File: src/sv/rkd_pkg.sv
// Package of shared types, constants and widths for the rotary knob decoder.
package rkd_pkg;

    localparam int PRESS_COUNT_WIDTH  = 16;
    localparam int FILTER_COUNT_WIDTH = 8;

    localparam int CFG_DATA_W  = 16;
    localparam int CFG_INDEX_W = 2;
    localparam int CHANGE_W    = 8;

    // Widths wide enough for both sides of each threshold compare.
    localparam int FILT_CMP_W  = (FILTER_COUNT_WIDTH > 8) ? FILTER_COUNT_WIDTH : 8;
    localparam int PRESS_CMP_W = (PRESS_COUNT_WIDTH > 16) ? PRESS_COUNT_WIDTH : 16;

    typedef logic [FILTER_COUNT_WIDTH-1:0] filt_count_t;
    typedef logic [PRESS_COUNT_WIDTH-1:0]  press_count_t;
    typedef logic [CHANGE_W-1:0]           change_count_t;

    typedef enum logic [CFG_INDEX_W-1:0] {
        CFG_DEBOUNCE_TICKS       = 2'd0,
        CFG_SWITCH_CONFIRM_TICKS = 2'd1,
        CFG_MIN_PRESS_TICKS      = 2'd2,
        CFG_LONG_PRESS_TICKS     = 2'd3
    } cfg_index_t;

    typedef struct packed {
        logic [7:0]  debounce_ticks;
        logic [7:0]  switch_confirm_ticks;
        logic [15:0] min_press_ticks;
        logic [15:0] long_press_ticks;
    } cfg_t;

    localparam logic [7:0]  DEBOUNCE_TICKS_RST       = 8'd3;
    localparam logic [7:0]  SWITCH_CONFIRM_TICKS_RST = 8'd10;
    localparam logic [15:0] MIN_PRESS_TICKS_RST      = 16'd50;
    localparam logic [15:0] LONG_PRESS_TICKS_RST     = 16'd600;

    typedef struct packed {
        logic a;
        logic b;
        logic sw;
    } levels_t;

    typedef enum logic [2:0] {
        PH_IDLE         = 3'd0,
        PH_A_FIRST      = 3'd1,
        PH_B_FIRST      = 3'd2,
        PH_BOTH_AFTER_A = 3'd3,
        PH_BOTH_AFTER_B = 3'd4
    } rot_phase_t;

    typedef enum logic [1:0] {
        ROT_NONE = 2'd0,
        ROT_CW   = 2'd1,
        ROT_CCW  = 2'd2
    } rot_event_t;

    typedef enum logic [1:0] {
        BTN_NONE   = 2'd0,
        BTN_SHORT  = 2'd1,
        BTN_LONG   = 2'd2,
        BTN_REJECT = 2'd3
    } btn_event_t;

endpackage

File: src/sv/rkd_debounce.sv
// Stable-count debounce filter for one input line.
module rkd_debounce (
    input  logic       clk,
    input  logic       rst_n,
    input  logic       tick,
    input  logic       raw,
    input  logic [7:0] debounce_ticks,
    output logic       level_next
);

    logic                 filt_reg, filt_next;
    logic                 last_reg, last_next;
    rkd_pkg::filt_count_t cnt_reg, cnt_next;

    always_comb
    begin
        filt_next = filt_reg;
        last_next = last_reg;
        cnt_next  = cnt_reg;
        if (raw == last_reg)
        begin
            if (cnt_reg != '1)
            begin
                cnt_next = cnt_reg + rkd_pkg::filt_count_t'(1);
            end
            if (rkd_pkg::FILT_CMP_W'(cnt_next) >= rkd_pkg::FILT_CMP_W'(debounce_ticks))
            begin
                filt_next = raw;
            end
        end
        else
        begin
            cnt_next  = '0;
            last_next = raw;
        end
    end

    // The level after this tick is what the rest of the tick works on.
    assign level_next = tick ? filt_next : filt_reg;

    always_ff @(posedge clk or negedge rst_n)
    begin
        if (!rst_n)
        begin
            filt_reg <= 1'b1;
            last_reg <= 1'b1;
            cnt_reg  <= '0;
        end
        else if (tick)
        begin
            filt_reg <= filt_next;
            last_reg <= last_next;
            cnt_reg  <= cnt_next;
        end
    end

endmodule

File: src/sv/rkd_rotation.sv
// Five-phase rotation step machine working on the debounced phase levels.
module rkd_rotation (
    input  logic                clk,
    input  logic                rst_n,
    input  logic                tick,
    input  rkd_pkg::levels_t    levels,
    output rkd_pkg::rot_event_t rot_event
);

    rkd_pkg::rot_phase_t phase_reg, phase_next;

    always_ff @(posedge clk or negedge rst_n)
    begin
        if (!rst_n)
        begin
            phase_reg <= rkd_pkg::PH_IDLE;
        end
        else if (tick)
        begin
            phase_reg <= phase_next;
        end
    end

    always_comb
    begin
        phase_next = phase_reg;
        rot_event  = rkd_pkg::ROT_NONE;
        if (levels.a && levels.b)
        begin
            if (phase_reg == rkd_pkg::PH_BOTH_AFTER_A)
            begin
                rot_event = rkd_pkg::ROT_CW;
            end
            else if (phase_reg == rkd_pkg::PH_BOTH_AFTER_B)
            begin
                rot_event = rkd_pkg::ROT_CCW;
            end
            phase_next = rkd_pkg::PH_IDLE;
        end
        else
        begin
            case (phase_reg)
                rkd_pkg::PH_IDLE:
                begin
                    if (!levels.a && levels.b)
                    begin
                        phase_next = rkd_pkg::PH_A_FIRST;
                    end
                    else if (!levels.b && levels.a)
                    begin
                        phase_next = rkd_pkg::PH_B_FIRST;
                    end
                end
                rkd_pkg::PH_A_FIRST:
                begin
                    if (!levels.a && !levels.b)
                    begin
                        phase_next = rkd_pkg::PH_BOTH_AFTER_A;
                    end
                end
                rkd_pkg::PH_B_FIRST:
                begin
                    if (!levels.a && !levels.b)
                    begin
                        phase_next = rkd_pkg::PH_BOTH_AFTER_B;
                    end
                end
                default:
                begin
                    phase_next = phase_reg;
                end
            endcase
        end
    end

endmodule

File: src/sv/rkd_switch.sv
// Push switch confirmation, press timing and press classification.
module rkd_switch (
    input  logic                clk,
    input  logic                rst_n,
    input  logic                tick,
    input  rkd_pkg::levels_t    levels,
    input  rkd_pkg::cfg_t       cfg,
    output rkd_pkg::btn_event_t btn_event
);

    logic                   accepted_reg, accepted_next;
    rkd_pkg::change_count_t change_reg, change_next;
    logic                   active_reg, active_next;
    rkd_pkg::press_count_t  ticks_reg, ticks_next;
    logic                   bfell_reg, bfell_next;

    rkd_pkg::press_count_t  ticks_run;
    rkd_pkg::change_count_t change_inc;
    logic                   bfell_run;

    always_comb
    begin
        ticks_run = ticks_reg;
        if (active_reg && (ticks_reg != '1))
        begin
            ticks_run = ticks_reg + rkd_pkg::press_count_t'(1);
        end
        bfell_run  = bfell_reg | (active_reg & ~levels.b);
        change_inc = change_reg;
        if (change_reg != '1)
        begin
            change_inc = change_reg + rkd_pkg::change_count_t'(1);
        end

        accepted_next = accepted_reg;
        change_next   = '0;
        active_next   = active_reg;
        ticks_next    = ticks_run;
        bfell_next    = bfell_run;
        btn_event     = rkd_pkg::BTN_NONE;

        if (levels.sw != accepted_reg)
        begin
            change_next = change_inc;
            if (change_inc > rkd_pkg::change_count_t'(cfg.switch_confirm_ticks))
            begin
                if (!levels.sw)
                begin
                    active_next = 1'b1;
                    ticks_next  = '0;
                    bfell_next  = ~levels.b;
                end
                else
                begin
                    if (active_reg && (rkd_pkg::PRESS_CMP_W'(ticks_run) >
                                       rkd_pkg::PRESS_CMP_W'(cfg.min_press_ticks)))
                    begin
                        if (bfell_run)
                        begin
                            btn_event = rkd_pkg::BTN_REJECT;
                        end
                        else if (rkd_pkg::PRESS_CMP_W'(ticks_run) >=
                                 rkd_pkg::PRESS_CMP_W'(cfg.long_press_ticks))
                        begin
                            btn_event = rkd_pkg::BTN_LONG;
                        end
                        else
                        begin
                            btn_event = rkd_pkg::BTN_SHORT;
                        end
                    end
                    active_next = 1'b0;
                    ticks_next  = '0;
                end
                accepted_next = levels.sw;
                change_next   = '0;
            end
        end
    end

    always_ff @(posedge clk or negedge rst_n)
    begin
        if (!rst_n)
        begin
            accepted_reg <= 1'b1;
            change_reg   <= '0;
            active_reg   <= 1'b0;
            ticks_reg    <= '0;
            bfell_reg    <= 1'b0;
        end
        else if (tick)
        begin
            accepted_reg <= accepted_next;
            change_reg   <= change_next;
            active_reg   <= active_next;
            ticks_reg    <= ticks_next;
            bfell_reg    <= bfell_next;
        end
    end

endmodule

File: src/sv/rotary_knob_decoder.sv
// Top level of the rotary knob decoder: debounce, rotation machine, switch and result register.
//
//  Channel   Direction  Handshake              Payload
//  input     in         in_valid / in_stall    raw_a, raw_b, raw_switch
//  result    out        out_valid / out_stall  rotation_event, button_event, level_a,
//                                              level_b, level_switch
//  config    in         cfg_we                 cfg_index, cfg_data
//
// Each accepted item is one poll tick and yields exactly one result item. The tick's
// work is done in the cycle it is accepted and the result appears in the result
// register on the next cycle, so one item per cycle is sustained while the result
// is not stalled. The state registers of the filters, the rotation machine and the switch
// logic are updated at the same edge. The result register holds one item: while it
// is full and stalled, in_stall is raised; it is raised in no other case.
// Reset is asynchronous and active low; it restores the state and configuration
// registers to their reset values and empties the result register.
module rotary_knob_decoder (
    input  logic                            clk,
    input  logic                            rst_n,

    input  logic                            in_valid,
    output logic                            in_stall,
    input  logic                            raw_a,
    input  logic                            raw_b,
    input  logic                            raw_switch,

    output logic                            out_valid,
    input  logic                            out_stall,
    output logic [1:0]                      rotation_event,
    output logic [1:0]                      button_event,
    output logic                            level_a,
    output logic                            level_b,
    output logic                            level_switch,

    input  logic                            cfg_we,
    input  logic [rkd_pkg::CFG_INDEX_W-1:0] cfg_index,
    input  logic [rkd_pkg::CFG_DATA_W-1:0]  cfg_data
);

    rkd_pkg::cfg_t       cfg_reg;
    rkd_pkg::levels_t    levels;
    rkd_pkg::rot_event_t rot_event;
    rkd_pkg::btn_event_t btn_event;
    logic                tick;

    logic       out_valid_reg, out_valid_next;
    logic [1:0] rot_reg, btn_reg;
    logic       la_reg, lb_reg, lsw_reg;

    // The result register can take a new item unless it holds one that is stalled.
    assign in_stall = out_valid_reg & out_stall;
    assign tick     = in_valid & ~in_stall;

    // Configuration registers: written directly, no handshake.
    always_ff @(posedge clk or negedge rst_n)
    begin
        if (!rst_n)
        begin
            cfg_reg.debounce_ticks       <= rkd_pkg::DEBOUNCE_TICKS_RST;
            cfg_reg.switch_confirm_ticks <= rkd_pkg::SWITCH_CONFIRM_TICKS_RST;
            cfg_reg.min_press_ticks      <= rkd_pkg::MIN_PRESS_TICKS_RST;
            cfg_reg.long_press_ticks     <= rkd_pkg::LONG_PRESS_TICKS_RST;
        end
        else if (cfg_we)
        begin
            case (rkd_pkg::cfg_index_t'(cfg_index))
                rkd_pkg::CFG_DEBOUNCE_TICKS:
                begin
                    cfg_reg.debounce_ticks <= cfg_data[7:0];
                end
                rkd_pkg::CFG_SWITCH_CONFIRM_TICKS:
                begin
                    cfg_reg.switch_confirm_ticks <= cfg_data[7:0];
                end
                rkd_pkg::CFG_MIN_PRESS_TICKS:
                begin
                    cfg_reg.min_press_ticks <= cfg_data[15:0];
                end
                rkd_pkg::CFG_LONG_PRESS_TICKS:
                begin
                    cfg_reg.long_press_ticks <= cfg_data[15:0];
                end
                default:
                begin
                    cfg_reg <= cfg_reg;
                end
            endcase
        end
    end

    // One debounce filter per line; their outputs are the levels after this tick.
    rkd_debounce u_deb_a (
        .clk            (clk),
        .rst_n          (rst_n),
        .tick           (tick),
        .raw            (raw_a),
        .debounce_ticks (cfg_reg.debounce_ticks),
        .level_next     (levels.a)
    );

    rkd_debounce u_deb_b (
        .clk            (clk),
        .rst_n          (rst_n),
        .tick           (tick),
        .raw            (raw_b),
        .debounce_ticks (cfg_reg.debounce_ticks),
        .level_next     (levels.b)
    );

    rkd_debounce u_deb_sw (
        .clk            (clk),
        .rst_n          (rst_n),
        .tick           (tick),
        .raw            (raw_switch),
        .debounce_ticks (cfg_reg.debounce_ticks),
        .level_next     (levels.sw)
    );

    rkd_rotation u_rotation (
        .clk       (clk),
        .rst_n     (rst_n),
        .tick      (tick),
        .levels    (levels),
        .rot_event (rot_event)
    );

    rkd_switch u_switch (
        .clk       (clk),
        .rst_n     (rst_n),
        .tick      (tick),
        .levels    (levels),
        .cfg       (cfg_reg),
        .btn_event (btn_event)
    );

    // Result register: fills on a tick, empties when the item is taken.
    always_comb
    begin
        out_valid_next = out_valid_reg;
        if (tick)
        begin
            out_valid_next = 1'b1;
        end
        else if (!out_stall)
        begin
            out_valid_next = 1'b0;
        end
    end

    always_ff @(posedge clk or negedge rst_n)
    begin
        if (!rst_n)
        begin
            out_valid_reg <= 1'b0;
        end
        else
        begin
            out_valid_reg <= out_valid_next;
        end
    end

    // Payload needs no reset; it is only looked at while out_valid is high.
    always_ff @(posedge clk)
    begin
        if (tick)
        begin
            rot_reg <= rot_event;
            btn_reg <= btn_event;
            la_reg  <= levels.a;
            lb_reg  <= levels.b;
            lsw_reg <= levels.sw;
        end
    end

    assign out_valid      = out_valid_reg;
    assign rotation_event = rot_reg;
    assign button_event   = btn_reg;
    assign level_a        = la_reg;
    assign level_b        = lb_reg;
    assign level_switch   = lsw_reg;

endmodule

File: config.mk
export PLATFORM = sky130hd
export DESIGN_NAME = rotary_knob_decoder
export DESIGN_NICKNAME = d
export VERILOG_FILES = /design/src/sv/rkd_pkg.sv /design/src/sv/rkd_debounce.sv /design/src/sv/rkd_rotation.sv /design/src/sv/rkd_switch.sv /design/src/sv/rotary_knob_decoder.sv
export SDC_FILE = /design/constraint.sdc
export NUM_CORES = 1
export LEC_CHECK = 0
export BUFFER_PORTS_ARGS = -buffer_cell sky130_fd_sc_hd__buf_2
export CORE_MARGIN = 5
export CORE_UTILIZATION = 35
export DETAILED_ROUTE_END_ITERATION = 7
export GPL_ROUTABILITY_DRIVEN = 0
export PLACE_DENSITY_LB_ADDON = 0.25
export SLEW_MARGIN = 10
export SYNTH_ARGS = -nofsm -noshare
export SYNTH_HDL_FRONTEND = slang
export SYNTH_SLANG_ARGS = --single-unit
export TNS_END_PERCENT = 20
File: constraint.sdc
create_clock -name clk -period 3.9 [get_ports clk]
set_clock_uncertainty 0.15 [all_clocks]
set_input_delay 0.39 -clock clk [delete_from_list [all_inputs] [get_ports clk]]
set_output_delay 0.39 -clock clk [all_outputs]
set_load 0.05 [all_outputs]
==> results.cfg <==
[status]
status = complete, no violations

[route]
viasPerCell = 5.05
wl_per_cell_um = 15.0
drtIter0Drc = 448
drc = 0
dr.pass1.iters = 5
vias = 5474
ant_nets = 0
wirelength_um = 16300

[setup_path]
critPathMaxFanout = 10
required_ns = 4.09
critPathLaunchType = register
timing.rr.start = u_deb_b.cnt_reg[0]
critPathCaptureType = register
worstRegToRegCells = 15
worstSetupPathType = reg2reg
r2r-end = u_rotation.phase_reg[0]
reg2reg_slack_ns = 0.24
arrival_ns = 3.85

[yosys]
synth_edf_count = 7
syn_nets = 850
synth-seq-area-share_pct = 40.8
synth_area_um2 = 7260
netlist_top_cells_area = dfrtp_1, ha_1, mux2_2, dfstp_2, nor2_1
ys_warn_count = 0
netlist.top_cell.by_area = dfrtp_1
yosysMostFrequentCell = dfrtp_1
avgSynthCellArea_um2 = 9.62
netlist_instances = 755
ys_ff_latch = 116
synth_commonest_cells = dfrtp_1, nor2_1, ha_1
synth-main-ff-cell = dfrtp_1
async_flop_share_pct = 94.0
synth_cell_type_count = 66
synth_top_area_share_pct = 31.3

[power_and_ir_drop]
p_leak_nw = 3.80
pwr-share-comb_pct = 22.1
sequentialPowerShare_pct = 38.6
switching_share_pct = 29.6
power_mw = 3.92
power_switching_mw = 1.16
ir_worst_vdd_v = 0.000282
clkPwrFrac_pct = 39.3
p_int_mw = 2.76
powerDensity_nw_per_um2 = 466

[final_layout]
drive_gt1_share_pct = 19.9
antenna_cells = 0
fin_nets = 896
multi_input_area_um2 = 4030
nFillCells = 2002
fin_util_pct = 41.3
layout.cells.non_filler = 1084
final-seq-area_um2 = 2960
largest_reg_flops = 48
syn2layout_area_growth_pct = 15.9

[worst_hold_path]
hold_path_class = in2reg
min_path_cells = 2
holdPathEnd = out_valid
hp-start = in_valid

[global_routing]
grt_pass1_vias = 5297
grt_overflow = 0
grt_max_degree = 58
antenna_found_initial = 0
grt_pass1_wl_um = 27600
grt_usage_pct = 14.5

[timing]
rsz0062_at_grt = yes
tightest_slew_ns = 0.913
finalCritPeriodShare_pct = 93.9
max_freq_mhz = 273
hold_violations = 0
timing.slew.headroom_pct = 38.9
slew_viol_final = 0
setup_viol = 0
post-route-min-period_ns = 3.66

[placed_design]
hpwl_um = 11800
portBuffers = 34
dp_cells = 1051

[die]
die_width_um = 154
core_area_um2 = 20400
initial_utilization_pct = 35.7
dieArea_um2 = 23700
fp.dieH_um = 154
rows = 52
io_pins = 35

[clocking]
cts_tree = done
cts_buffers = 17
cts_buffer_depth = 2
htreeDepth = 4
cts_sinks = 116
post_cts_buffers = 0
cts-root-buf = clkbuf_16
clock_latency_ns = 0.42
clk_pin_slew_ns = 0.05

[flow_run]
drv_cap = 0
==> kinds of logic (layout without fill, tap and decap cells) <==
| family | Yosys count | count (layout) | synth area share [%] |
|---|---|---|---|
| AND/OR/NAND/NOR | 257 | 257 | 16.9 |
| AO/OA/AOI/OAI | 139 | 139 | 12.9 |
| flip-flops | 116 | 116 | 40.8 |
| buffers and inverters | 77 | 136 | 4.19 |
| adder cells (fa/ha/maj) | 69 | 69 | 11.9 |
| XOR/XNOR | 49 | 49 | 5.91 |
| multiplexers | 48 | 48 | 7.46 |
==> how the worst max path moves through the flow <==
| stage | startpoint | endpoint | slack, ns | depth (start not counted) |
|---|---|---|---|---|
| after floorplan | u_deb_a.cnt_reg[3] | u_rotation.phase_reg[1] | 0.35 | 15 |
| after global placement | u_switch.ticks_reg[0] | button_event[1] | 0.20 | 15 |
| after detailed placement | u_switch.ticks_reg[0] | button_event[1] | 0.19 | 15 |
| after CTS | u_switch.ticks_reg[0] | button_event[1] | 0.21 | 15 |
| after global routing | u_switch.ticks_reg[6] | button_event[0] | -0.01 | 13 |
| final | u_deb_b.cnt_reg[0] | u_rotation.phase_reg[0] | 0.24 | 15 |
==> layout make-up <==
class / count / area share, %
Tap cell: 270 / 4.01
Sequential cell: 116 / 35.2
Timing Repair Buffer: 47 / 3.54
Multi-Input combinational cell: 562 / 47.8
Clock inverter: 10 / 1.25
Inverter: 57 / 2.56
Clock buffer: 22 / 5.63
==> cell usage in the layout, fill, tap and decap left out, types with 8 or more instances in the layout <==
master,n
buf_2,33
inv_1,54
dfrtp_1,91
nand4_1,17
o21ai_0,39
a21oi_1,33
a22o_1,19
nor2_1,76
nand3_1,28
clkbuf_16,17
dfstp_2,18
ha_1,69
xor2_1,16
and3_1,8
nor3_1,17
buf_4,11
xnor2_1,33
mux2_2,46
nand2_1,65
==> power groups by stage <==
stage | combinational, mW | sequential (mW) | clock, mW
floorplan | 0.625 | 1.52 | 0
global route | 0.998 | 1.54 | 1.64
global placement | 0.863 | 1.53 | 0
finish | 0.866 | 1.52 | 1.54
CTS | 0.879 | 1.51 | 1.58
detailed placement | 0.872 | 1.53 | 0
==> metal layers <==
metal	up-vias	track usage [%]	wire length (µm)
li1	2764	-	-
met1	2609	21.3	8490
met2	89	21.0	7000
met3	12	3.04	580
met4	0	5.00	210
met5	-	0	0
==> per-stage QoR <==
step / instance area, µm² / setup slack (ns) / hold slack (ns) / setup TNS, ns
after floorplan: 7260 / 0.347 / -0.0556 / 0
after global placement: 7800 / 0.195 / 0.307 / 0
final: 8420 / 0.237 / 0.0403 / 0
after global routing: 8420 / -0.0114 / 0.0329 / -0.0132
after CTS: 8390 / 0.206 / 0.0145 / 0
after detailed placement: 7800 / 0.190 / 0.315 / 0
==> timing repair <==
item / CTS / global route
resized for setup: 0 / 6
hold buffers: 1 / 0
setup endpoints to repair: 0 / 6
hold endpoints to repair: 45 / 0
==> critical path: stages, from the launching register on <==
cell and delay [ns]:
dfrtp_1 0.43, ha_1 0.23, and2_1 0.19, and4_1 0.24, and3_1 0.23, nor2_1 0.15
nand3_1 0.13, xnor2_1 0.15, ha_1 0.29, a211oi_1 0.23, nor2_1 0.10, o31ai_4 0.24
mux2i_2 0.09, buf_4 0.17, or4_1 0.40, a21oi_1 0.15
No activity file was read; power rests on OpenSTA's default activity.
